File: src/wavelet_mask_fir_filter_top_assert.svh
// Assertion macros shared by the filter modules.
// Each macro expects clk and arst_n in scope.
`ifndef WAVELET_MASK_FIR_FILTER_TOP_ASSERT_SVH
`define WAVELET_MASK_FIR_FILTER_TOP_ASSERT_SVH

// Same-cycle implication.
`define WMF_ASSERT_NOW(label, ante, cons) \
	label: assert property (@(posedge clk) disable iff (!arst_n) (ante) |-> (cons)) \
		else $error("wmf assertion failed");

// Next-cycle implication.
`define WMF_ASSERT_NEXT(label, ante, cons) \
	label: assert property (@(posedge clk) disable iff (!arst_n) (ante) |=> (cons)) \
		else $error("wmf assertion failed");

`endif

File: src/wmf_pkg.sv
// ----------------------------------------------------------------------------
// wmf_pkg
// Types, widths and register codes shared by the mask filter modules.
// ----------------------------------------------------------------------------
`default_nettype none

package wmf_pkg;

	localparam int SAMPLE_BITS    = 32;
	localparam int COEF_FRAC_BITS = 16;
	localparam int COEF_BITS      = 18;
	localparam int NUM_TAPS       = 5;
	// five products of SAMPLE_BITS x COEF_BITS plus growth of the sum
	localparam int SUM_BITS       = SAMPLE_BITS + COEF_BITS + 3;
	localparam int COUNT_BITS     = 3;
	localparam int RES_BITS       = 2;
	localparam int CFG_IDX_BITS   = 3;
	localparam int CFG_DATA_BITS  = COEF_BITS;

	localparam logic [COUNT_BITS-1:0] COUNT_MAX = COUNT_BITS'(NUM_TAPS);

	localparam logic [CFG_IDX_BITS-1:0] REG_KERNEL_MODE = 3'd0;
	localparam logic [CFG_IDX_BITS-1:0] REG_COEF_0      = 3'd1;
	localparam logic [CFG_IDX_BITS-1:0] REG_COEF_1      = 3'd2;
	localparam logic [CFG_IDX_BITS-1:0] REG_COEF_2      = 3'd3;
	localparam logic [CFG_IDX_BITS-1:0] REG_COEF_3      = 3'd4;
	localparam logic [CFG_IDX_BITS-1:0] REG_COEF_4      = 3'd5;

	localparam logic MODE_LINEAR  = 1'b0;
	localparam logic MODE_BICUBIC = 1'b1;

	typedef logic signed [SAMPLE_BITS-1:0] sample_t;
	typedef logic signed [COEF_BITS-1:0]   coef_t;
	typedef sample_t window_t [NUM_TAPS];
	typedef coef_t   coef_bank_t [NUM_TAPS];

	typedef struct packed {
		sample_t sample_value;
		logic    is_last;
	} in_item_t;

	typedef struct packed {
		sample_t filtered_value;
		logic    last_out;
	} out_item_t;

	// per-item control carried alongside the captured window
	typedef struct packed {
		logic                mode;
		logic                use_filter;
		logic [RES_BITS-1:0] num_results;
		logic                is_last;
	} item_ctrl_t;

endpackage

`default_nettype wire

File: src/wmf_cfg_regs.sv
// ----------------------------------------------------------------------------
// wmf_cfg_regs
// Kernel mode and mask coefficient registers behind the write port.
// ----------------------------------------------------------------------------
`default_nettype none

module wmf_cfg_regs
	import wmf_pkg::*;
(
	input  wire logic                     clk,
	input  wire logic                     arst_n,
	input  wire logic                     cfg_wr_en,
	input  wire logic [CFG_IDX_BITS-1:0]  cfg_index,
	input  wire logic [CFG_DATA_BITS-1:0] cfg_wdata,
	output logic                          kernel_mode,
	output coef_bank_t                    coefs
);

	logic       kernel_mode_q;
	coef_bank_t coef_q;

	always_ff @(posedge clk or negedge arst_n) begin
		if (!arst_n) begin
			kernel_mode_q <= MODE_LINEAR;
			for (int k = 0; k < NUM_TAPS; k++) begin
				coef_q[k] <= '0;
			end
		end else if (cfg_wr_en) begin
			unique case (cfg_index)
				REG_KERNEL_MODE: kernel_mode_q <= cfg_wdata[0];
				REG_COEF_0:      coef_q[0] <= coef_t'(cfg_wdata);
				REG_COEF_1:      coef_q[1] <= coef_t'(cfg_wdata);
				REG_COEF_2:      coef_q[2] <= coef_t'(cfg_wdata);
				REG_COEF_3:      coef_q[3] <= coef_t'(cfg_wdata);
				REG_COEF_4:      coef_q[4] <= coef_t'(cfg_wdata);
				default: begin
					// drop writes beyond the register list
				end
			endcase
		end
	end

	assign kernel_mode = kernel_mode_q;
	assign coefs       = coef_q;

endmodule

`default_nettype wire

File: config.mk
export PLATFORM = sky130hd
export DESIGN_NAME = wmf_cfg_regs
export DESIGN_NICKNAME = d
export VERILOG_FILES = /design/src/wavelet_mask_fir_filter_top_assert.svh /design/src/wmf_pkg.sv /design/src/wmf_cfg_regs.sv
export SDC_FILE = /design/constraint.sdc
export NUM_CORES = 1
export LEC_CHECK = 0
export BUFFER_PORTS_ARGS = -buffer_cell sky130_fd_sc_hd__buf_2
export CAP_MARGIN = 20
export CELL_PAD_IN_SITES_DETAIL_PLACEMENT = 2
export CELL_PAD_IN_SITES_GLOBAL_PLACEMENT = 2
export CORE_MARGIN = 1.5
export CORE_UTILIZATION = 25
export DETAILED_ROUTE_END_ITERATION = 10
export PLACE_DENSITY_LB_ADDON = 0.25
export SLEW_MARGIN = 20
export SYNTH_ARGS = -nofsm -noshare
export SYNTH_HDL_FRONTEND = slang
export SYNTH_SLANG_ARGS = --single-unit
File: constraint.sdc
create_clock -name clk -period 0.88 [get_ports clk]
set_input_delay 0.132 -clock clk [delete_from_list [all_inputs] [get_ports clk]]
set_output_delay 0.132 -clock clk [all_outputs]
set_load 0.03 [all_outputs]
---- After elaboration in Yosys (flattened, before gate mapping) ----
Index checks and enable logic that the tools add are counted.
storage, ports and cells
  flip-flop bits (word level) ............. 91
  input bits .............................. 24
  output and inout port bits .............. 91
operators by class
  equal/unequal tests ..................... 5
  reductions and logical operators ........ 7
operators by type and width
  operator              number
  $reduce_and A2 Y1     6
  $eq A3 B2 Y1 const B  2
  $eq A3 B3 Y1 const B  2
  $eq A3 B1 Y1 const B  1
  $logic_not A3 Y1      1

---- Longest topological paths before layout ----
  word-level depth ........................ 2
  mapped depth ............................ 4
  depth with buffers taken out ............ 2

---- Least setup slack after synthesis ----
OpenSTA, ideal clock, no wires.
  path kind ............................... input -> register
  start point ............................. input port cfg_index[2]
  end point ............................... register coef_q (netlist bit coefs[72])
  library setup time ...................... 0.125 ns
  arrival ................................. 0.996 ns
  path slack .............................. -0.241 ns
  stages .................................. 4
  path buffers ............................ 2
  cells stage by stage .................... and4bb_2 > buf_6 > buf_6 > mux2_2
on the way
  word-level cells in the longest chain between the ends .. 2
RTL lines
  element                             line                RTL
  from (decl)                         wmf_cfg_regs.sv:13  input wire logic [CFG_IDX_BITS-1:0] cfg_index,
  $eq A3 B1 Y1                        wmf_cfg_regs.sv:29  unique case (cfg_index)
  $reduce_and A2 Y1 (no source line)  -
  to (decl)                           wmf_cfg_regs.sv:20  coef_bank_t coef_q;
Every way passes these cells.
A chain may end at the register's enable or synchronous reset.

---- Worst setup path after layout ----
  start point ............................. register coef_q (netlist bit coefs[34])
  end point ............................... output port coefs[34] in the netlist's numbering
RTL lines
  element    line                RTL
  to (decl)  wmf_cfg_regs.sv:16  output coef_bank_t coefs
No word-level cell between the ends.

==> out/results.txt <==
Total power -> 15.9 mW
Data required, critical path -> 0.75 ns
Starting density of the core -> 25.9%
Total of endpoints with negative setup slack in the final report -> 143
Final hold violation count -> 0
Minimum setup slack among reg-to-reg paths -> -0.14 ns
Ratio of routed vias to standard cells -> 4.35
Worst-path cell chain -> buf_6
Antenna violations before repair -> 0
Critical path peak fanout -> 2
Number of DRC violations after detailed routing -> 0
Clock tree from TritonCTS -> done
Post-synth cell types -> 10
Die boundary height -> 121 µm
Crit path capture type -> primary output
Area of the mapped netlist -> 3470 µm²
H-tree Lvls -> 3
Die width -> 121 µm
ANT nets after route -> 0
Fillers -> 1283
CP arrival -> 0.91 ns
Routability-driven placement congestion ratio -> 0.656
Total vias in the final route -> 2422
Part of the Yosys area used for sequential elements -> 65.6%
Pin slew with the least headroom to its limit -> 0.295 ns
Final clock period utilization by the worst path -> 118%
Synth Register Bits -> 91
RSZ-0062 raised after global routing -> true
I/O pin total -> 115
Violated checks -> setup timing
Maximum cell stage delay along the critical path -> 0.41 ns
Crit. Startpoint -> coefs[34]
Hold slack final -> 0.0858 ns
CP Capture Point -> coefs[34]
Area growth, synth to finish -> 75.1%
RR Startpoint -> coefs[64]
Root Buffer -> clkbuf_16
Gr usage total -> 15.2%
Final-report max-slew violation count -> 0
Vias in the first global route -> 2730
Worst-case clock skew -> 0 ns
Detailed-placement wirelength estimate -> 6.50 mm
Post-Synthesis Cells -> 196
Hold crit path type -> primary input to flop
Total of warnings raised by yosys -> 0
Largest net degree at the start of global routing -> 39
Total congestion overflow after global routing -> 0
Violation count after the first detailed-route iteration -> 54
Pwr dens -> 2620 nW/µm²
Number of core rows -> 42
Total Routed Length -> 10.9 mm
WP buf/inv -> 1
Area of the die -> 14600 µm²
Final WS setup -> -0.158 ns
Total number of cells along the worst setup path -> 1
Mapped Nets -> 220
Clock tree sinks -> 91
Setup CP Type -> flop to primary output
Cell type group with the largest total delay on the critical path -> flip-flops
Standby leakage power -> 2.86 nW
Capture point of the worst reg-to-reg path -> coefs[64]
Nets@finish -> 400
Most common cell after layout, fill and taps aside -> buf_6
Core Area -> 13400 µm²
Normalized max-slew margin -> 80.4%
Wire length of the first global-routing pass -> 16.2 mm
Total of buffers placed on input and output ports -> 114
IR Drop Worst-Case VDD -> 1.16 mV
Latest clock arrival within the worst-skew pair -> 0.34 ns
Crit path launch type -> flop
Number of buffers inserted during clock tree synthesis -> 9
Count of cells along the worst register-to-register path -> 3
Antenna diodes -> 0
Final critical path time including I/O delays and setup -> 1.04 ns
Top achievable clock speed -> 0.964 GHz
Clk buf depth -> 2
Avg Synthesized Cell Area -> 17.7 µm²
Clock-pin slew reported for the worst setup and hold paths after clock tree synthesis -> 0.06 ns
Commonest cells after routing, fill and taps aside -> 107 x buf_6, 74 x dfrtp_1, 51 x mux2_4
Max-cap violation count -> 0
Crit-path slowest cell -> dfrtp_1
Outcome -> finished, violations left
First-pass iteration count of the detailed router -> 2
Routed WL per cell -> 19.7 µm
Layout cell share with drive strength beyond 1 -> 80.1%
[where the power goes]
| part | total (mW) | switching (mW) | leakage [nW] | internal [mW] |
|---|---|---|---|---|
| clock | 3.67 | 1.61 | 0.135 | 2.06 |
| sequential | 5.89 | 0.748 | 1.07 | 5.15 |
| combinational | 6.35 | 2.99 | 1.65 | 3.36 |
| total | 15.9 | 5.34 | 2.86 | 10.6 |
[area by class of cell]
| class | instances | area (µm²) | area share [%] |
|---|---|---|---|
| repair buffers | 177 | 1950 | 32.1 |
| flip-flops and latches | 91 | 2300 | 37.8 |
| multi-input cells | 97 | 1330 | 21.8 |
| clock buffers | 12 | 256 | 4.22 |
| well taps | 176 | 220 | 3.62 |
| clock inverters | 4 | 25.0 | 0.412 |
[metrics by stage]
stage / cell area [µm²] / TNS, ns / utilization (%) / cells / worst slack, ns
2_1_floorplan: 3600 / -9.90 / - / 196 / -0.229
3_3_place_gp: 4530 / -29.31 / 33.8 / 493 / -0.360
3_5_place_dp: 4530 / -30.75 / 33.8 / 493 / -0.383
4_1_cts: 5810 / -15.47 / 43.3 / 538 / -0.167
5_1_grt: 6080 / -17.99 / 45.4 / 557 / -0.192
6_report: 6080 / -14.49 / 45.4 / 557 / -0.158
[worst min path at each step]
| stage | from | end | slack, ns | cells after the start |
|---|---|---|---|---|
| after floorplan | arst_n | coefs[0] | -0.16 | 0 |
| after global placement | arst_n | coefs[70] | 0.13 | 2 |
| after detailed placement | arst_n | coefs[69] | 0.13 | 2 |
| after CTS | cfg_wdata[6] | coefs[24] | 0.07 | 2 |
| after global routing | cfg_wdata[7] | coefs[61] | 0.07 | 2 |
| final | cfg_wdata[6] | coefs[24] | 0.09 | 2 |
[routing by layer]
metal,wire [µm],GRT usage (%)
met5,0,0
met4,87,3.31
met3,680,6.02
met2,5410,24.9
met1,4770,18.8
[Yosys cell counts]
cell type  number  share of area, %
nand4b_2        2              0.86
buf_8           1              0.43
and4bb_1        1              0.36
buf_6           5               1.6
mux2_2         89                29
mux2_4          2              0.86
and4bb_2        2              0.72
buf_4           2              0.43
nor4b_1         1              0.25
dfrtp_1        91                66
[logic make-up after synthesis]
logic type,count (synthesis),share of synthesized area (%)
multiplexers,91,29.7
flip-flops,91,65.6
buffers and inverters,8,2.49
AND/OR/NAND/NOR,6,2.20
[repair_timing]
item	in CTS	in global routing
setup buffers	24	18
pin swaps	3	2
hold endpoints to repair	91	0
endpoints found under the setup margin	112	146
gates resized for setup	213	28
hold buffers	1	0
gates cloned	4	2
[sequential cells by signal (all words and copies together) (netlist names)]
name         cells
kernel_mode      1
coefs           90
No activity file was read; power rests on OpenSTA's default activity.
