File: config.mk
export PLATFORM = sky130hd
export DESIGN_NAME = wmf_out_stage
export DESIGN_NICKNAME = d
export VERILOG_FILES = /design/src/wmf_pkg.sv /design/src/wmf_out_stage.sv
export VERILOG_INCLUDE_DIRS = /design/src /design/src/src
export SDC_FILE = /design/constraint.sdc
export NUM_CORES = 1
export LEC_CHECK = 0
export BUFFER_PORTS_ARGS = -buffer_cell sky130_fd_sc_hd__buf_2
export CAP_MARGIN = 40
export CORE_MARGIN = 5
export CORE_UTILIZATION = 45
export CTS_BUF_LIST = sky130_fd_sc_hd__clkbuf_4 sky130_fd_sc_hd__clkbuf_8
export DETAILED_ROUTE_END_ITERATION = 8
export PLACE_DENSITY = 0.8
export SKIP_CTS_REPAIR_TIMING = 1
export SLEW_MARGIN = 20
export SYNTH_ARGS = -nofsm -noshare
export SYNTH_HDL_FRONTEND = slang
export SYNTH_SLANG_ARGS = --single-unit
export TNS_END_PERCENT = 100
File: constraint.sdc
create_clock -name clk -period 2.4 [get_ports clk]
set_input_delay 0 -clock clk [delete_from_list [all_inputs] [get_ports clk]]
set_output_delay 0 -clock clk [all_outputs]
set_load 0.01 [all_outputs]
File: src/wavelet_mask_fir_filter_top_assert.svh
// Assertion macros shared by the filter modules.
// Each macro expects clk and arst_n in scope.
`ifndef WAVELET_MASK_FIR_FILTER_TOP_ASSERT_SVH
`define WAVELET_MASK_FIR_FILTER_TOP_ASSERT_SVH

// Same-cycle implication.
`define WMF_ASSERT_NOW(label, ante, cons) \
	label: assert property (@(posedge clk) disable iff (!arst_n) (ante) |-> (cons)) \
		else $error("wmf assertion failed");

// Next-cycle implication.
`define WMF_ASSERT_NEXT(label, ante, cons) \
	label: assert property (@(posedge clk) disable iff (!arst_n) (ante) |=> (cons)) \
		else $error("wmf assertion failed");

`endif

File: src/wmf_pkg.sv
// ----------------------------------------------------------------------------
// wmf_pkg
// Types, widths and register codes shared by the mask filter modules.
// ----------------------------------------------------------------------------
`default_nettype none

package wmf_pkg;

	localparam int SAMPLE_BITS    = 32;
	localparam int COEF_FRAC_BITS = 16;
	localparam int COEF_BITS      = 18;
	localparam int NUM_TAPS       = 5;
	// five products of SAMPLE_BITS x COEF_BITS plus growth of the sum
	localparam int SUM_BITS       = SAMPLE_BITS + COEF_BITS + 3;
	localparam int COUNT_BITS     = 3;
	localparam int RES_BITS       = 2;
	localparam int CFG_IDX_BITS   = 3;
	localparam int CFG_DATA_BITS  = COEF_BITS;

	localparam logic [COUNT_BITS-1:0] COUNT_MAX = COUNT_BITS'(NUM_TAPS);

	localparam logic [CFG_IDX_BITS-1:0] REG_KERNEL_MODE = 3'd0;
	localparam logic [CFG_IDX_BITS-1:0] REG_COEF_0      = 3'd1;
	localparam logic [CFG_IDX_BITS-1:0] REG_COEF_1      = 3'd2;
	localparam logic [CFG_IDX_BITS-1:0] REG_COEF_2      = 3'd3;
	localparam logic [CFG_IDX_BITS-1:0] REG_COEF_3      = 3'd4;
	localparam logic [CFG_IDX_BITS-1:0] REG_COEF_4      = 3'd5;

	localparam logic MODE_LINEAR  = 1'b0;
	localparam logic MODE_BICUBIC = 1'b1;

	typedef logic signed [SAMPLE_BITS-1:0] sample_t;
	typedef logic signed [COEF_BITS-1:0]   coef_t;
	typedef sample_t window_t [NUM_TAPS];
	typedef coef_t   coef_bank_t [NUM_TAPS];

	typedef struct packed {
		sample_t sample_value;
		logic    is_last;
	} in_item_t;

	typedef struct packed {
		sample_t filtered_value;
		logic    last_out;
	} out_item_t;

	// per-item control carried alongside the captured window
	typedef struct packed {
		logic                mode;
		logic                use_filter;
		logic [RES_BITS-1:0] num_results;
		logic                is_last;
	} item_ctrl_t;

endpackage

`default_nettype wire

File: src/wmf_out_stage.sv
// ----------------------------------------------------------------------------
// wmf_out_stage
// Result register; emits the filtered value, then any trailing zeros.
// ----------------------------------------------------------------------------
`default_nettype none

`include "wavelet_mask_fir_filter_top_assert.svh"

module wmf_out_stage
	import wmf_pkg::*;
(
	input  wire logic       clk,
	input  wire logic       arst_n,
	input  wire logic       s1_valid,
	input  wire item_ctrl_t ctrl_s1,
	input  wire sample_t    filt_value,
	output logic            s1_take,
	output logic            out_valid,
	input  wire logic       out_ready,
	output out_item_t       out_data
);

	logic [RES_BITS-1:0] rem_q;
	sample_t             value_q;
	logic                last_q;
	logic                drain;

	// free now, or the final result leaves this cycle
	assign drain   = (rem_q == '0) || ((rem_q == RES_BITS'(1)) && out_ready);
	assign s1_take = s1_valid && drain;

	always_ff @(posedge clk or negedge arst_n) begin
		if (!arst_n) begin
			rem_q <= '0;
		end else if (s1_take) begin
			rem_q <= ctrl_s1.num_results;
		end else if (out_ready && (rem_q != '0)) begin
			rem_q <= rem_q - RES_BITS'(1);
		end
	end

	always_ff @(posedge clk) begin
		if (s1_take) begin
			value_q <= ctrl_s1.use_filter ? filt_value : '0;
			last_q  <= ctrl_s1.is_last;
		end else if (out_ready && (rem_q != '0)) begin
			// every result after the first is a zero
			value_q <= '0;
		end
	end

	assign out_valid               = (rem_q != '0);
	assign out_data.filtered_value = value_q;
	assign out_data.last_out       = last_q && (rem_q == RES_BITS'(1));

	`WMF_ASSERT_NEXT(a_stall_holds, out_valid && !out_ready, $stable(rem_q))
	`WMF_ASSERT_NOW(a_no_overwrite, s1_take && out_valid, (rem_q == RES_BITS'(1)) && out_ready)
	`WMF_ASSERT_NOW(a_zero_tail, out_valid && !out_data.last_out && !last_q, rem_q == RES_BITS'(1))

endmodule

`default_nettype wire

Word level (Yosys, flattened, before mapping):

Index checks and enable logic that the tools add are counted.

* magnitude comparators: 0
* reduce and logical (&&, ||, !) cells: 8
* bitwise operators: 0
* add/sub/neg operators: 1
* multiply operators: 0
* shift-type cells: 0
* equality and inequality tests: 1
* muxes and demuxes: 5
* divide/modulo/power cells: 0

Operators with widths (count)
* $mux W32: 3
* $logic_and A1 B1 Y1: 4
* $mux W2: 2
* $reduce_bool A2 Y1: 2
* $eq A2 B1 Y1 const B: 1
* $logic_not A2 Y1: 1
* $sub A2 B1 Y2 const B: 1
* $logic_or A1 B1 Y1: 1

* bits in latches: 0
* input bits: 41
* bits in registers: 35
* RAM bits: 0
* memories: 0
* word-level logic and storage cells: 18
* memory bits (read-only): 0
* output and inout bits: 35

Depth between registers and ports, before layout:

Gate-level depths: netlist of run 1.

* word-level depth: 5
* mapped depth: 6
* gate-level depth less buffers: 5

Least setup slack after synthesis of run 1:

No wires, ideal clock.

* path kind: register to register
* start: reg rem_q[0]
* end: reg value_q[0], data pin
* path buffers: 1
* data required time: 2145 ps
* period minus slack after synthesis: 1566 ps
* stages on the path, launching flop included: 7
* path slack: 834 ps
* arrival: 1311 ps
* library setup time: 255 ps
* cells stage by stage: dfrtp_1 inv_1 ha_1 a21oi_2 and3b_2 buf_6 and2_1

* cells in the longest elaborated chain, start to end: 5
* elaborated cells on any way between the ends: 6
* classes of those cells: eq/ne: 1; mux: 1; reduce/logical: 4

Ends and longest elaborated chain
* start: declaration: line wmf_out_stage.sv:23 `logic [RES_BITS-1:0] rem_q;`
* start signal: assignment: line wmf_out_stage.sv:36 `rem_q <= ctrl_s1.num_results;`
* start signal: assignment: line wmf_out_stage.sv:38 `rem_q <= rem_q - RES_BITS'(1);`
* $eq A2 B1 Y1: line wmf_out_stage.sv:29 `assign drain = (rem_q == '0) || ((rem_q == RES_BITS'(1)) && out_ready);`
* $logic_and A1 B1 Y1: line wmf_out_stage.sv:29
* $logic_or A1 B1 Y1 *: line wmf_out_stage.sv:29
* $logic_and A1 B1 Y1 *: line wmf_out_stage.sv:30 `assign s1_take = s1_valid && drain;`
* $mux W32 *: line wmf_out_stage.sv:43 `if (s1_take) begin`
* end signal: assignment: line wmf_out_stage.sv:44 `value_q <= ctrl_s1.use_filter ? filt_value : '0;`
* end: declaration: line wmf_out_stage.sv:24 `sample_t value_q;`

Every way passes the cells marked *; elsewhere a longest branch is shown, timed or not.
A chain may end at the register's enable or synchronous reset.

Worst setup path in the final report of run 1:

* start: reg rem_q[0]
* end: reg value_q[23], data pin

The elaborated chain is that of the path after synthesis.

==> results of run 1 <==
[per-stage QoR]
| stage | power (µW) | hold slack (ns) | worst slack [ns] | instance area [µm²] | util |
|---|---|---|---|---|---|
| 2_1_floorplan | 1200 | -0.296 | 0.834 | 1430 | - |
| 3_3_place_gp | 1370 | -0.212 | 0.707 | 1820 | 0.595 |
| 3_5_place_dp | 1400 | -0.205 | 0.642 | 1820 | 0.595 |
| 4_1_cts | 1690 | -0.582 | 0.612 | 1860 | 0.610 |
| 5_1_grt | 1830 | 0.0256 | 0.503 | 2220 | 0.728 |
| 6_report | 1720 | 0.0351 | 0.639 | 2230 | 0.729 |
[worst max path at each step]
stage                         start                   endpoint  slack, ns  depth (start not counted)
4_1_cts        rem_q[0]$_DFFE_PN0P_  value_q[20]$_SDFFCE_PN0P_       0.61                          5
6_report       rem_q[0]$_DFFE_PN0P_  value_q[23]$_SDFFCE_PN0P_       0.64                          5
2_1_floorplan  rem_q[0]$_DFFE_PN0P_   value_q[0]$_SDFFCE_PN0P_       0.83                          6
3_5_place_dp   rem_q[0]$_DFFE_PN0P_  value_q[20]$_SDFFCE_PN0P_       0.64                          5
3_3_place_gp   rem_q[0]$_DFFE_PN0P_   value_q[4]$_SDFFCE_PN0P_       0.71                          5
5_1_grt        rem_q[0]$_DFFE_PN0P_  value_q[23]$_SDFFCE_PN0P_       0.50                          5
[synthesized netlist by cell type]
cell      number  share of area
edfxtp_1      33           0.70
a221oi_1       1         0.0061
ha_1           2          0.018
dfrtp_1        2          0.035
and2_1        33           0.14
nor3_1         1         0.0035
mux2_4         1          0.011
a21oi_2        1         0.0061
a311oi_1       1         0.0061
buf_6          3          0.024
nor3b_1        1         0.0053
and3b_2        1         0.0070
inv_1          4          0.011
nand2b_1       2         0.0088
nor2_1         1         0.0026
nand2_1        1         0.0026
mux2i_1        2          0.014
[layer usage]
metal	share of wire	wire [µm]	vias up
li1	-	-	538
met1	0.37	1300	500
met2	0.51	1820	57
met3	0.11	372	6
met4	0.012	42	0
met5	0	0	-
[where the power goes]
part	internal (µW)	switching, µW
Sequential	848	47.3
Combinational	244	294
Clock	104	183
[critical path, cell delays in order (launching register included)]
cell and delay, ns:
dfrtp_1 0.40, inv_1 0.06, ha_1 0.28, a21oi_2 0.16
and3b_2 0.37, and2_1 0.24
[cell families after synthesis]
group,Yosys count,synth area share
simple gates,40,0.175
flops,35,0.730
buf+inv,7,0.0342
compound gates,3,0.0184
mux,3,0.0246
fa+ha+maj,2,0.0176
[flip-flops by register name, summed over array words and instances (netlist names)]
register and flops:
last_q 1, value_q 32, rem_q 2
[cells in the final DEF, fill, tap and decap left out]
| cell | instances |
|---|---|
| buf_2 | 74 |
| clkinv_2 | 1 |
| clkinv_1 | 1 |
| nand2_1 | 1 |
| mux2_4 | 1 |
| and2_1 | 33 |
| ha_1 | 2 |
| diode_2 | 1 |
| a311oi_1 | 1 |
| clkbuf_4 | 5 |
| a21oi_2 | 1 |
| edfxtp_1 | 33 |
| mux2i_1 | 2 |
| dfrtp_1 | 2 |
| inv_1 | 4 |
| nand2b_1 | 2 |
| nor3b_1 | 1 |
| nor3_1 | 1 |
| a221oi_1 | 1 |
| dlygate4sd3_1 | 36 |
| and3b_2 | 1 |
| nor2_1 | 1 |
[area by class of cell]
cell class / count / share of cell area
Antenna cell: 1 / 0.00112
Clock buffer: 5 / 0.0169
Clock inverter: 2 / 0.00393
Inverter: 4 / 0.00675
Multi-Input combinational cell: 48 / 0.151
Sequential cell: 35 / 0.468
Tap cell: 44 / 0.0247
Timing Repair Buffer: 110 / 0.328
==> flow_metrics.tcl, run 1 <==
set metrics [dict create \
    status "finished, final reports clean" \
    ir_drop_v 0.000397 \
    path_max_fanout 32 \
    end_kind "flop" \
    antenna_found_initial 0 \
    grtUsageMet2 0.233 \
    die_h_um 66.3 \
    hold_class "in -> reg" \
    grt_max_degree 35 \
    grt_pass1_vias 978 \
    gr-total-overflow 0 \
    clk_latency_ns 0.33 \
    die_w_um 66.3 \
    powerDensity_mw_per_mm2 773 \
    fmax_mhz 568 \
    io_buffer_count 74 \
    drt-total-wl_um 3540 \
    crit_type "reg -> reg" \
    post-route-period-util 0.734 \
    synthCells 90 \
    drive_gt1_frac 0.407 \
    clkTransAtPathRegs_ns 0.10 \
    start_util 0.467 \
    crit_path_start_kind "flop" \
    hold_violations 0 \
    avgViaCountPerCell 4.42 \
    ys_seq_area_frac 0.730 \
    yosysWarnings 0 \
    gp_congestion 0.723 \
    reg2regPathDepth 5 \
    leakage_uw 0.00103 \
    first_iter_violations 57 \
    gr-usage-met3 0.0697 \
    min_from "s1_valid" \
    fin_nets 247 \
    synth.avg_cell_area_um2 15.8 \
    met1_usage 0.138 \
    min_period_ns 1.76 \
    via_count 1101 \
    skew_ns 0.00299 \
    hpwl_um 2060 \
    min_to "rem_q[0]$_DFFE_PN0P_" \
    htree_levels 2 \
    r2r-start "rem_q[0]$_DFFE_PN0P_" \
    cp_data_arrival_time_ns 1.85 \
    placed_cells 205 \
    ff2ff_setup_slack_ns 0.64 \
    ant_nets 0 \
    ios 76 \
    numCtsBuffers 5 \
    multi_input_area_um2 335 \
    cts_tree "built" \
    dr.pass1.iters 4 \
    die-area_mm2 0.00439 \
    cp.required_ns 2.49 \
    tns_ns 0 \
    r2r_end "value_q[23]$_SDFFCE_PN0P_" \
    cts_max_path_buffers 2 \
    cts_sinks 35 \
    cts-root-buf "clkbuf_4" \
    wl_per_cell_um 14.2 \
    synth.distinct_cells 17 \
    tightestPinTransition_ns 0.437 \
    netlist_area_mm2 0.00143 \
    busiest_layer "met2" \
    whs_path_depth 3 \
    grt_usage 0.135 \
    rows 20 \
    ys_seq_elements 35 \
    grt_pass1_wl_um 4320 \
    maxSlewHeadroom 0.708 \
    layout.area.seq_mm2 0.00104 \
    slew_violations 0 \
    fillers 232 \
    core_mm2 0.00305 \
    syn2layout_area_growth_pct 56.2 \
    drc_errors 0 \
    synth_nets 133 \
    drv_cap 0 \
    setup_viol 0 \
    layoutNonFillerInstCount 249 \
    rsz0062_at_grt "false" \
]
Power figures use the tool's default switching activity.
==> run 2, diff against run 1 <==
==> constraint.sdc (replaced) <==
create_clock -name clk -period 1.83 [get_ports clk]
set_input_delay 0 -clock clk [delete_from_list [all_inputs] [get_ports clk]]
set_output_delay 0 -clock clk [all_outputs]
set_load 0.01 [all_outputs]
==> run 2 against run 1 <==
Core utilization is 0.37 points higher. Via count is 1.1% higher. Cell area is 0.51% higher. First-iteration DRC count is 26% lower. Clock-buffer cell count is 2 higher. Register-to-register slack worse by 0.50 ns. Maximum frequency is 4.4% higher. Non-clock buffer count stayed put.
==> flow_metrics.tcl, run 2 (synthesis results as in run 1) <==
set metrics [dict create \
    gr-total-overflow 0 \
    largest_reg_flops 32 \
    ios 76 \
    n_antenna_cell 0 \
    drive_gt1_frac 0.415 \
    p_seq_frac 0.511 \
    start_util 0.467 \
    powerDensity_mw_per_mm2 1030 \
    clk_latency_ns 0.33 \
    power_frac_comb 0.306 \
    leakage_uw 0.00104 \
    core_mm2 0.00305 \
    avgViaCountPerCell 4.47 \
    grt_pass1_wl_um 4080 \
    rows 20 \
    htree_levels 2 \
    io_buffer_count 74 \
    ant_nets 0 \
    fin_nets 247 \
    fmax_mhz 593 \
    drt-total-wl_um 3550 \
    antenna_found_initial 0 \
    rsz0062_at_grt "false" \
    grt_max_degree 35 \
    hpwl_um 2050 \
    min_period_ns 1.69 \
    ff2ff_setup_slack_ns 0.14 \
    die_w_um 66.3 \
    maxSlewHeadroom 0.718 \
    path_max_fanout 34 \
    slew_violations 0 \
    ir_drop_v 0.000675 \
    clkTransAtPathRegs_ns 0.10 \
    die_h_um 66.3 \
    via_count 1113 \
    crit_path_start_kind "flop" \
    end_kind "flop" \
    grt_usage 0.129 \
    hold_class "in -> reg" \
    syn2layout_area_growth_pct 57.0 \
    layoutNonFillerInstCount 249 \
    p_int_uw 1620 \
    cts_tree "built" \
    setup_viol 0 \
    tightestPinTransition_ns 0.422 \
    hold_violations 0 \
    fillers 214 \
    grt_pass1_vias 937 \
    cts_sinks 35 \
    tns_ns 0 \
    cp_data_arrival_time_ns 1.93 \
    gp_congestion 0.725 \
    layout_common_cells "74 x buf_2, 36 x dlygate4sd3_1, 33 x and2_1, 33 x edfxtp_1, 7 x clkbuf_4" \
    timing.hold.ws_ns 0.0140 \
    dr.pass1.iters 4 \
    drv_cap 0 \
    crit_type "reg -> reg" \
    cts-root-buf "clkbuf_4" \
    skew_ns 0.0105 \
    cp.required_ns 2.07 \
    status "finished, final reports clean" \
    largest_register "value_q" \
    final_common_cell "buf_2" \
    numCtsBuffers 5 \
    placed_cells 205 \
    switching_share 0.299 \
    post-route-period-util 0.922 \
    largestRegisters "value_q x32, rem_q x2, last_q x1" \
    die-area_mm2 0.00439 \
    cts_max_path_buffers 2 \
    p_switching_uw 691 \
    first_iter_violations 42 \
    clock_power_share 0.183 \
    drc_errors 0 \
    wl_per_cell_um 14.3 \
]
-- run 2: cell types whose count changed in the layout (fill, tap and decap cells not counted) --
cell | previous run | this run
and3b_4 | 0 | 1
diode_2 | 1 | 0
clkbuf_4 | 5 | 7
and3b_2 | 1 | 0
clkinv_1 | 1 | 0
-- run 2: stage by stage --
step	setup WS, ns	area [µm²]	util	power, µW
final	0.143	2240	0.733	2310
after global routing	0.0131	2240	0.733	2440
after CTS	0.0467	1870	0.614	2250
after detailed placement	0.0764	1820	0.595	1830
after global placement	0.141	1820	0.595	1800
after floorplan	0.264	1430	-	1570
-- run 2: per-layer routing --
| metal | GRT usage | wire length, µm | share of wire | vias to the layer above |
|---|---|---|---|---|
| li1 | - | - | - | 540 |
| met1 | 0.127 | 1270 | 0.36 | 508 |
| met2 | 0.224 | 1890 | 0.53 | 60 |
| met3 | 0.0561 | 351 | 0.099 | 5 |
| met4 | 0.0685 | 42 | 0.012 | 0 |
| met5 | 0 | 0 | 0 | - |
-- run 2: power by group through the flow --
stage,Sequential (µW),Combinational (µW),Clock [µW]
finish,1180,705,423
global route,1190,778,472
CTS,1170,647,439
detailed placement,1190,646,0
global placement,1180,620,0
floorplan,1280,299,0
-- run 2: area by class of cell --
type                       count  area [µm²]  share of cell area
sequential                    35        1040               0.465
timing repair buffer         110         731               0.327
multi-input combinational     48         338               0.151
tap                           44        55.1              0.0246
clock buffer                   7        52.6              0.0235
inverter                       4        15.0             0.00671
clock inverter                 1        5.00             0.00224
-- run 2: worst max-delay path: stages (launching register included) --
cell	delay [ns]
dfrtp_1	0.41
inv_1	0.08
ha_1	0.28
mux2_4	0.50
a311oi_1	0.31
-- run 2: final timing paths --
path                                       from                    to  cells after the start
max                        rem_q[1]$_DFFE_PN0P_  rem_q[0]$_DFFE_PN0P_                      4
min                                    s1_valid  rem_q[0]$_DFFE_PN0P_                      3
max reg2reg                rem_q[1]$_DFFE_PN0P_  rem_q[0]$_DFFE_PN0P_                      4
min reg2reg                rem_q[0]$_DFFE_PN0P_  rem_q[0]$_DFFE_PN0P_                      1
max in group asynchronous                arst_n  rem_q[1]$_DFFE_PN0P_                      3
min in group asynchronous                arst_n  rem_q[0]$_DFFE_PN0P_                      3
