**src/wavelet_mask_fir_filter_top_assert.svh**
```systemverilog
// Assertion macros shared by the filter modules.
// Each macro expects clk and arst_n in scope.
`ifndef WAVELET_MASK_FIR_FILTER_TOP_ASSERT_SVH
`define WAVELET_MASK_FIR_FILTER_TOP_ASSERT_SVH

// Same-cycle implication.
`define WMF_ASSERT_NOW(label, ante, cons) \
	label: assert property (@(posedge clk) disable iff (!arst_n) (ante) |-> (cons)) \
		else $error("wmf assertion failed");

// Next-cycle implication.
`define WMF_ASSERT_NEXT(label, ante, cons) \
	label: assert property (@(posedge clk) disable iff (!arst_n) (ante) |=> (cons)) \
		else $error("wmf assertion failed");

`endif

```
**src/wmf_pkg.sv**
```systemverilog
// ----------------------------------------------------------------------------
// wmf_pkg
// Types, widths and register codes shared by the mask filter modules.
// ----------------------------------------------------------------------------
`default_nettype none

package wmf_pkg;

	localparam int SAMPLE_BITS    = 32;
	localparam int COEF_FRAC_BITS = 16;
	localparam int COEF_BITS      = 18;
	localparam int NUM_TAPS       = 5;
	// five products of SAMPLE_BITS x COEF_BITS plus growth of the sum
	localparam int SUM_BITS       = SAMPLE_BITS + COEF_BITS + 3;
	localparam int COUNT_BITS     = 3;
	localparam int RES_BITS       = 2;
	localparam int CFG_IDX_BITS   = 3;
	localparam int CFG_DATA_BITS  = COEF_BITS;

	localparam logic [COUNT_BITS-1:0] COUNT_MAX = COUNT_BITS'(NUM_TAPS);

	localparam logic [CFG_IDX_BITS-1:0] REG_KERNEL_MODE = 3'd0;
	localparam logic [CFG_IDX_BITS-1:0] REG_COEF_0      = 3'd1;
	localparam logic [CFG_IDX_BITS-1:0] REG_COEF_1      = 3'd2;
	localparam logic [CFG_IDX_BITS-1:0] REG_COEF_2      = 3'd3;
	localparam logic [CFG_IDX_BITS-1:0] REG_COEF_3      = 3'd4;
	localparam logic [CFG_IDX_BITS-1:0] REG_COEF_4      = 3'd5;

	localparam logic MODE_LINEAR  = 1'b0;
	localparam logic MODE_BICUBIC = 1'b1;

	typedef logic signed [SAMPLE_BITS-1:0] sample_t;
	typedef logic signed [COEF_BITS-1:0]   coef_t;
	typedef sample_t window_t [NUM_TAPS];
	typedef coef_t   coef_bank_t [NUM_TAPS];

	typedef struct packed {
		sample_t sample_value;
		logic    is_last;
	} in_item_t;

	typedef struct packed {
		sample_t filtered_value;
		logic    last_out;
	} out_item_t;

	// per-item control carried alongside the captured window
	typedef struct packed {
		logic                mode;
		logic                use_filter;
		logic [RES_BITS-1:0] num_results;
		logic                is_last;
	} item_ctrl_t;

endpackage

`default_nettype wire

```
**src/wmf_window.sv**
```systemverilog
// ----------------------------------------------------------------------------
// wmf_window
// Sample window and count; captures each item into the stage-one register.
// ----------------------------------------------------------------------------
`default_nettype none

`include "wavelet_mask_fir_filter_top_assert.svh"

module wmf_window
	import wmf_pkg::*;
(
	input  wire logic        clk,
	input  wire logic        arst_n,
	input  wire logic        kernel_mode,
	input  wire logic        in_valid,
	output logic             in_ready,
	input  wire in_item_t    in_data,
	input  wire logic        s1_take,
	output logic             s1_valid,
	output window_t          window_s1,
	output item_ctrl_t       ctrl_s1
);

	window_t                win_q;
	window_t                win_next;
	logic [COUNT_BITS-1:0]  count_q;
	logic                   s1_valid_q;
	window_t                win_s1;
	item_ctrl_t             ctl_s1;
	item_ctrl_t             ctl_next;
	logic                   in_fire;

	assign in_ready = !s1_valid_q || s1_take;
	assign in_fire  = in_valid && in_ready;

	always_comb begin
		logic [COUNT_BITS-1:0] clip;
		logic                  full;
		clip = (kernel_mode == MODE_BICUBIC) ? COUNT_BITS'(2) : COUNT_BITS'(1);
		full = (count_q >= clip);

		win_next[0] = in_data.sample_value;
		for (int k = 1; k < NUM_TAPS; k++) begin
			win_next[k] = win_q[k-1];
		end

		ctl_next.mode       = kernel_mode;
		ctl_next.is_last    = in_data.is_last;
		ctl_next.use_filter = (count_q >= (clip << 1));
		if (in_data.is_last) begin
			// one result, then trailing zeros; a short signal gives zeros only
			ctl_next.num_results = full ? RES_BITS'(clip + COUNT_BITS'(1))
				: RES_BITS'(count_q + COUNT_BITS'(1));
		end else begin
			ctl_next.num_results = full ? RES_BITS'(1) : RES_BITS'(0);
		end
	end

	always_ff @(posedge clk or negedge arst_n) begin
		if (!arst_n) begin
			count_q    <= '0;
			s1_valid_q <= 1'b0;
			for (int k = 0; k < NUM_TAPS; k++) begin
				win_q[k] <= '0;
			end
		end else begin
			if (in_fire) begin
				s1_valid_q <= 1'b1;
				if (in_data.is_last) begin
					count_q <= '0;
					for (int k = 0; k < NUM_TAPS; k++) begin
						win_q[k] <= '0;
					end
				end else begin
					win_q <= win_next;
					if (count_q < COUNT_MAX) begin
						count_q <= count_q + COUNT_BITS'(1);
					end
				end
			end else if (s1_take) begin
				s1_valid_q <= 1'b0;
			end
		end
	end

	always_ff @(posedge clk) begin
		if (in_fire) begin
			win_s1 <= win_next;
			ctl_s1 <= ctl_next;
		end
	end

	assign s1_valid  = s1_valid_q;
	assign window_s1 = win_s1;
	assign ctrl_s1   = ctl_s1;

	`WMF_ASSERT_NOW(a_count_bound, 1'b1, count_q <= COUNT_MAX)
	`WMF_ASSERT_NEXT(a_last_clears, in_fire && in_data.is_last, count_q == '0)
	`WMF_ASSERT_NEXT(a_s1_holds, s1_valid_q && !s1_take, s1_valid_q)

endmodule

`default_nettype wire

```
**config.mk**
```make
export PLATFORM = sky130hd
export DESIGN_NAME = wmf_window
export DESIGN_NICKNAME = d
export VERILOG_FILES = /design/src/wmf_pkg.sv /design/src/wmf_window.sv
export VERILOG_INCLUDE_DIRS = /design/src /design/src/src
export SDC_FILE = /design/constraint.sdc
export NUM_CORES = 1
export LEC_CHECK = 0
export CORE_UTILIZATION = 30
export DETAILED_ROUTE_END_ITERATION = 8
export DONT_BUFFER_PORTS = 1
export PLACE_DENSITY = 0.52
export SYNTH_ARGS = -nofsm -noshare
export SYNTH_HDL_FRONTEND = slang
export SYNTH_SLANG_ARGS = --single-unit
```
**constraint.sdc**
```tcl
create_clock -name clk -period 4.55 [get_ports clk]
set_input_delay 0.91 -clock clk [delete_from_list [all_inputs] [get_ports clk]]
set_output_delay 0.91 -clock clk [all_outputs]
set_load 0.05 [all_outputs]
```
# Word level (Yosys, flattened, before mapping)
# Cells that the tools add are included.
totals:
  ff_bits: 297
  latch_bits: 0
  mem_bits_rw: 0
  mem_bits_ro: 0
  inputBits: 38
  output_inout_bits: 167
  wordCells: 35
  n_memories: 0
classes:
  n_addsub: 2
  n_mul: 0
  div: 0
  n_lt_le_gt_ge: 3
  eq_ne: 0
  n_shift: 0
  mux: 9
  n_bitwise: 0
  reduce_logical: 6
op_table:
  columns: ["operator", "count"]
  rows:
  - ["$mux W160", 1]
  - ["$mux W2", 3]
  - ["$mux W3", 2]
  - ["$reduce_bool A2 Y1", 2]
  - ["$add A3 B1 Y3 const B", 1]
  - ["$ge A3 B2 Y1", 1]
  - ["$ge A3 B3 Y1", 1]
  - ["$lt A3 B3 Y1 const B", 1]
  - ["$mux W1", 3]
  - ["$add A2 B1 Y2 const B", 1]
  - ["$reduce_and A2 Y1", 1]
  - ["$logic_and A1 B1 Y1", 1]
  - ["$logic_not A1 Y1", 1]
  - ["$logic_or A1 B1 Y1", 1]

# Longest topological paths before layout
# Gate-level depths: netlist of the first run.
depth:
  ltp_word: 4
  ltp_mapped: 7
  ltp_nobuf: 5

# Worst setup path before layout of the first run
# OpenSTA, ideal clock, no wires.
synth_path:
  path_type: "input-to-reg"
  start: "input s1_take"
  end: "register ctl_s1, in the netlist ctrl_s1[0] (enable)"
  setup_ns: 0.454
  arrival_ns: 3.269
  required_time_ns: 4.096
  setup_slack_ns: 0.826
  cell_stages: 5
  n_path_buf: 2
  cell_sequence: "nand2b_4 > buf_6 > nand2_2 > inv_2 > buf_2"
synth_via:
  elab_chain_cells: 2
synth_rtl:
  columns: ["element", "line", "source"]
  rows:
  - ["start: declaration", "wmf_window.sv:18", "input wire logic s1_take,"]
  - ["$logic_or A1 B1 Y1", "wmf_window.sv:33", "assign in_ready = !s1_valid_q || s1_take;"]
  - ["$logic_and A1 B1 Y1", "wmf_window.sv:34", "assign in_fire = in_valid && in_ready;"]
  - ["named net in_fire", "wmf_window.sv:31", "logic in_fire;"]
  - ["end signal: assignment", "wmf_window.sv:89", "ctl_s1 <= ctl_next;"]
  - ["end: declaration", "wmf_window.sv:29", "item_ctrl_t ctl_s1;"]
# The timed path passes the listed nets, and every way through them passes these cells.
# A chain may end at the register's enable or synchronous reset.

# Worst setup path in the final report of the first run
layout_path:
  start: "register s1_valid_q (netlist: s1_valid)"
  end: "register win_q, in the netlist win_next[12]"
layout_via:
  elab_chain_cells: 3
layout_rtl:
  columns: ["element", "line", "source"]
  rows:
  - ["start: declaration", "wmf_window.sv:27", "logic s1_valid_q;"]
  - ["start signal: assignment", "wmf_window.sv:62", "s1_valid_q <= 1'b0;"]
  - ["start signal: assignment", "wmf_window.sv:68", "s1_valid_q <= 1'b1;"]
  - ["start signal: assignment", "wmf_window.sv:81", "s1_valid_q <= 1'b0;"]
  - ["$logic_not A1 Y1", "wmf_window.sv:33", null]
  - ["$logic_or A1 B1 Y1", "wmf_window.sv:33", null]
  - ["named net in_ready", "wmf_window.sv:16", "output logic in_ready,"]
  - ["$logic_and A1 B1 Y1", "wmf_window.sv:34", null]
  - ["end signal: assignment", "wmf_window.sv:75", "win_q <= win_next;"]
  - ["end: declaration", "wmf_window.sv:24", "window_t win_q;"]
# The timed path passes the listed nets, and every way through them passes these cells.

==> results of run 1 <==
==> power groups by stage <==
stage | sequential, mW | combinational (mW) | clock (mW)
after floorplan | 3.57 | 0.280 | 0
after global placement | 3.64 | 0.301 | 0
after detailed placement | 3.65 | 0.317 | 0
after CTS | 3.60 | 0.320 | 2.67
after global routing | 3.62 | 0.352 | 2.76
final | 3.59 | 0.314 | 2.58
==> worst reg2reg max path, delay by kind of cell (launching register included) <==
kind | cells | cell delay [ps]
buffers and inverters | 2 | 1230
AND/OR/NAND/NOR | 1 | 290
AO/OA/AOI/OAI | 2 | 530
flip-flops | 1 | 580
==> per-stage QoR <==
| step | hold WS (ps) | instance area [sq um] |
|---|---|---|
| after floorplan | 419 | 10900 |
| after global placement | 427 | 11300 |
| after detailed placement | 425 | 11300 |
| after CTS | 4.65 | 12300 |
| after global routing | 6.62 | 12300 |
| final | 45.4 | 12300 |
==> routing by layer <==
layer | track usage, % | part of all wire [%] | vias to the layer above
met1 | 18.7 | 46 | 2918
met4 | 4.51 | 2.5 | 0
met5 | 0 | 0 | -
met2 | 19.6 | 45 | 187
li1 | - | - | 2472
met3 | 3.44 | 6.3 | 42
==> cell usage after synthesis (all sizes together) <==
cell / number / share of area (%)
a21boi: 128 / 8.8
a21o: 1 / 0.069
a21oi: 1 / 0.046
a2bb2oi: 1 / 0.080
a31o: 128 / 10
a31oi: 2 / 0.11
a41o: 1 / 0.092
a41oi: 1 / 0.080
buf: 29 / 2.0
clkbuf: 28 / 1.0
clkinv: 1 / 0.034
dfrtp: 132 / 30
edfxtp: 165 / 45
ha: 5 / 0.57
inv: 6 / 0.21
mux2i: 1 / 0.092
nand2: 4 / 0.16
nand2b: 3 / 0.24
nand3: 1 / 0.046
nor2: 2 / 0.069
nor2b: 1 / 0.057
o21a: 1 / 0.069
o21ai: 3 / 0.14
==> state kept, by name, indices dropped and copies added, names as in the netlist <==
register,cells
count_q,3
ctrl_s1,5
window_s1,160
win_next,128
s1_valid,1
==> kinds of logic after synthesis <==
group / count (synthesis) / share of synthesized area [%]
and+or+nand+nor: 11 / 0.574
muxes: 1 / 0.0918
adders and majority gates: 5 / 0.574
DFF: 297 / 75.7
AOI/OAI and AO/OA: 267 / 19.8
buffers and inverters: 64 / 3.27
==> path summary, 6_finish.rpt <==
check / start / to / slack (ps) / cells after the start
min in group clk: in_data[22] / window_s1[149] / 430 / 0
max in group asynchronous: arst_n / win_next[124] / 4270 / 0
hold / removal: arst_n / count_q[0] / 50 / 0
setup / recovery: s1_valid / win_next[12] / 1810 / 5
hold reg to reg: win_next[24] / window_s1[24] / 440 / 0
setup reg to reg: s1_valid / win_next[12] / 1810 / 5
==> layout make-up <==
cell class              count  area (sq um)  share of cell area (%)
inverters                   7          36.3                   0.295
well taps                 461           577                    4.69
clock buffers              42           857                    6.97
clock inverters            15           185                    1.51
multi-input cells         284          2290                    18.6
repair buffers              9          92.6                   0.753
flip-flops and latches    297          8260                    67.1
==> results.sh, run 1 <==
export IMPL_status="finished, violations left"
export IMPL_violations="DRC"
export IMPL_clk_latency_ps=570
export IMPL_placed_cells=1058
export IMPL_grt_usage_pct=13.2
export IMPL_arrival_ps=3190
export IMPL_final_common_cell="edfxtp_1"
export IMPL_synth_distinct_cells=30
export IMPL_cp_end_kind="flip-flop"
export IMPL_hpwl_microns=14800
export IMPL_synth_seq_cells=297
export IMPL_peakVddDrop_uv=301
export IMPL_power_switching_share_pct=26.5
export IMPL_start_util_pct=30.6
export IMPL_num_vias=5619
export IMPL_max_slew_worst_pin_slew_ps=761
export IMPL_wire_per_inst_microns=22.2
export IMPL_slew_violations=0
export IMPL_crit_chain="nand2b_4, buf_4, buf_4, a21boi_0, a31o_1"
export IMPL_grt_overflow_total=0
export IMPL_post_cts_setup_buffers=0
export IMPL_maxSlewHeadroom_pct=49.3
export IMPL_preCtsSetupSlack_ps=1520
export IMPL_antenna_found_initial=0
export IMPL_cts_resized=0
export IMPL_cts_buffers=31
export IMPL_crit_path_frequent_cell="buf_4"
export IMPL_clk_path_buf_depth=3
export IMPL_max_cap_violations=0
export IMPL_floorplan_die_width_microns=193
export IMPL_comb_power_share_pct=4.8
export IMPL_critPathRequiredTime_ps=5000
export IMPL_rsz0062_at_grt="no"
export IMPL_yosysSeqAreaShare_pct=75.7
export IMPL_setup_viol=0
export IMPL_core_rowCount=69
export IMPL_first_pass_iters=7
export IMPL_final_cells=1115
export IMPL_final_layout_size_suffix_gt1_share_pct=14.5
export IMPL_cp_start_kind="flip-flop"
export IMPL_grt_max_degree=134
export IMPL_ys_warn_count=0
export IMPL_drtIter0Drc=418
export IMPL_nets=673
export IMPL_drtAntennaViolNets=0
export IMPL_switchingPower_mw=1.72
export IMPL_fin_ws_ps=1810
export IMPL_area_delta_synth_final_pct=12.8
export IMPL_avgSynthCellArea_sq_um=16.9
export IMPL_hp_class="in2async"
export IMPL_drt_wl_total_microns=24800
export IMPL_gp_congestion=0.752
export IMPL_power_density_nw_per_um2=528
export IMPL_critPathBufInv=2
export IMPL_drcViolationCount=23
export IMPL_synthCells=645
export IMPL_internal_power_mw=4.77
export IMPL_core_area_sq_um=35700
export IMPL_cpPeakStageDelay_ps=650
export IMPL_nFillCells=3359
export IMPL_syn_area_sq_um=10900
export IMPL_grt_pass1_vias=5737
export IMPL_cts_tree="built"
export IMPL_final_cell_mix="edfxtp_1, dfrtp_1, a21boi_0"
export IMPL_p_leak_nw=4.71
export IMPL_grt_pass1_wl_microns=37000
export IMPL_pwr_share_seq_pct=55.4
export IMPL_clk_pin_slew_ps=60
export IMPL_hold_viol=0
export IMPL_syn_nets=688
export IMPL_clkPwrFrac_pct=39.8
export IMPL_critPathKind="reg2reg"
export IMPL_htreeDepth=1
export IMPL_fin_util_pct=34.5
export IMPL_finalPower_mw=6.49
export IMPL_dieArea_sq_um=37100
export IMPL_fin_setup_tns_ps=0
export IMPL_cts_sinks=297
export IMPL_vias_per_cell=5.04
export IMPL_fmax_mhz=365
export IMPL_worstPathMaxFanout=69
export IMPL_clockRootBuffer="clkbuf_16"
export IMPL_period_needed_ps=2740
export IMPL_cp_slowest_cell="buf_4"
export IMPL_path_delay_family="buffers and inverters"
export IMPL_period_share_pct=60.2
export IMPL_io_buffers=0
export IMPL_fp_dieH_microns=193
export IMPL_postCtsHoldBufs=0
export IMPL_clock_skew_ps=16.7
export IMPL_ioPinCount=205
export IMPL_diodes=0
Note: power is estimated with default switching activity, not from simulation.
==> inputs of run 2 (changes only) <==
--- a/config.mk
+++ b/config.mk
@@ -9,7 +9,7 @@
 export CORE_UTILIZATION = 30
 export DETAILED_ROUTE_END_ITERATION = 8
 export DONT_BUFFER_PORTS = 1
-export PLACE_DENSITY = 0.52
+export PLACE_DENSITY = 0.53
 export SYNTH_ARGS = -nofsm -noshare
 export SYNTH_HDL_FRONTEND = slang
 export SYNTH_SLANG_ARGS = --single-unit
==> constraint.sdc (replaced) <==
create_clock -name clk -period 2.3 [get_ports clk]
set_input_delay 0.46 -clock clk [delete_from_list [all_inputs] [get_ports clk]]
set_output_delay 0.46 -clock clk [all_outputs]
set_load 0.05 [all_outputs]
==> run 2 against run 1 <==
The run ends with DRC, hold timing left. Core utilization is 0.81 points higher. Global-route usage is 0.41 points higher. Design area is 2.4% higher. Register-to-register slack worse by 1200 ps. Via count is 0.69% lower. Critical endpoint is now in_ready. Highest routed layer unchanged.
==> results.sh, run 2 (synthesis results as in run 1) <==
export IMPL_status="finished, violations left"
export IMPL_violations="DRC, hold timing"
export IMPL_dieArea_sq_um=37100
export IMPL_grt_usage_pct=13.6
export IMPL_peakVddDrop_uv=431
export IMPL_clockRootBuffer="clkbuf_16"
export IMPL_largest_reg_flops=160
export IMPL_diodes=0
export IMPL_cts_tree="built"
export IMPL_ioPinCount=205
export IMPL_grt_overflow_total=0
export IMPL_cp_end_kind="output port"
export IMPL_max_slew_worst_pin_slew_ps=664
export IMPL_arrival_ps=1470
export IMPL_clk_path_buf_depth=3
export IMPL_met1_length_microns=12000
export IMPL_r2r_end="window_s1[24]"
export IMPL_drtIter0Drc=326
export IMPL_hold_ws_ps=-354
export IMPL_period_share_pct=83.9
export IMPL_final_common_cell="edfxtp_1"
export IMPL_critPathKind="reg2out"
export IMPL_preCtsSetupSlack_ps=519
export IMPL_drt_wl_total_microns=25400
export IMPL_fin_ws_ps=369
export IMPL_critPathRequiredTime_ps=1840
export IMPL_clk_latency_ps=510
export IMPL_grt_pass1_wl_microns=37600
export IMPL_max_cap_violations=0
export IMPL_drtAntennaViolNets=0
export IMPL_antenna_found_initial=0
export IMPL_vias_per_cell=4.92
export IMPL_final_cell_mix="edfxtp_1, dfrtp_1, a21boi_0"
export IMPL_rsz0062_at_grt="no"
export IMPL_final_layout_size_suffix_gt1_share_pct=15.9
export IMPL_clock_skew_ps=13.2
export IMPL_num_vias=5580
export IMPL_area_delta_synth_final_pct=15.4
export IMPL_start_util_pct=30.6
export IMPL_cts_sinks=297
export IMPL_gp_congestion=0.740
export IMPL_core_area_sq_um=35700
export IMPL_hold_viol=132
export IMPL_grt_max_degree=134
export IMPL_nets=689
export IMPL_hp_class="in2async"
export IMPL_crit_chain="nand2b_4, buf_12"
export IMPL_io_buffers=0
export IMPL_grt_pass1_vias=5660
export IMPL_clk_pin_slew_ps=60
export IMPL_p_leak_nw=4.84
export IMPL_period_needed_ps=1930
export IMPL_drcViolationCount=17
export IMPL_maxSlewHeadroom_pct=55.7
export IMPL_setup_viol=0
export IMPL_slew_violations=0
export IMPL_cp_start_kind="flip-flop"
export IMPL_first_pass_iters=7
export IMPL_r2r_start="s1_valid"
export IMPL_core_rowCount=69
export IMPL_met2_length_microns=11300
export IMPL_cpPeakStageDelay_ps=450
export IMPL_wl_met3_microns=1690
export IMPL_rr_worst_depth=4
export IMPL_cts_resized=0
export IMPL_cts_buffers=35
export IMPL_cp_slowest_cell="buf_12"
export IMPL_wire_per_inst_microns=22.4
export IMPL_htreeDepth=2
export IMPL_dr_max_layer_used="met4"
export IMPL_fin_setup_tns_ps=0
export IMPL_fmax_mhz=518
export IMPL_worstPathMaxFanout=133
export IMPL_post_cts_setup_buffers=0
export IMPL_hpwl_microns=14800
export IMPL_floorplan_die_width_microns=193
export IMPL_r2r_setup_slack_ps=630
export IMPL_fp_dieH_microns=193
export IMPL_power_density_nw_per_um2=1060
run 2: area by class of cell:
class / instances / area (sq um)
well taps: 461 / 577
flip-flops and latches: 297 / 8260
multi-input cells: 284 / 2290
clock buffers: 50 / 995
clock inverters: 13 / 171
fillers: 3392 / 23100
inverters: 7 / 36.3
repair buffers: 21 / 258
run 2: how the worst max path moves through the flow:
stage                          to  slack (ps)  cells after the start  startpoint
floorplan              ctrl_s1[0]          80                      5    s1_valid
global placement    window_s1[24]         530                      4     s1_take
detailed placement  window_s1[24]         520                      4     s1_take
CTS                      in_ready         290                      2    s1_valid
global route             in_ready         270                      2    s1_valid
finish                   in_ready         370                      2    s1_valid
run 2: worst max-delay path, delay by kind of cell, from the launching register on:
kind	cells	cell delay, ps
flip-flops	1	400
buffers and inverters	1	450
AND/OR/NAND/NOR	1	100
run 2: power by group:
group / internal [mW] / total, mW / switching (mW)
clock network: 3.47 / 5.57 / 2.11
registers: 6.11 / 7.10 / 0.987
logic: 0.302 / 0.664 / 0.362
run 2: metrics by stage:
stage	util, %	total power, mW	cell area, sq um	instances
floorplan	-	7.61	10900	645
global placement	32.0	7.86	11400	1070
detailed placement	32.0	7.88	11400	1070
CTS	35.3	13.6	12600	1133
global route	35.3	13.9	12600	1133
finish	35.3	13.3	12600	1133
run 2: layer usage:
metal / GRT usage, % / vias to the layer above
met4: 4.21 / 0
met5: 0 / -
met3: 4.35 / 36
met2: 19.5 / 170
met1: 19.4 / 2860
li1: - / 2514
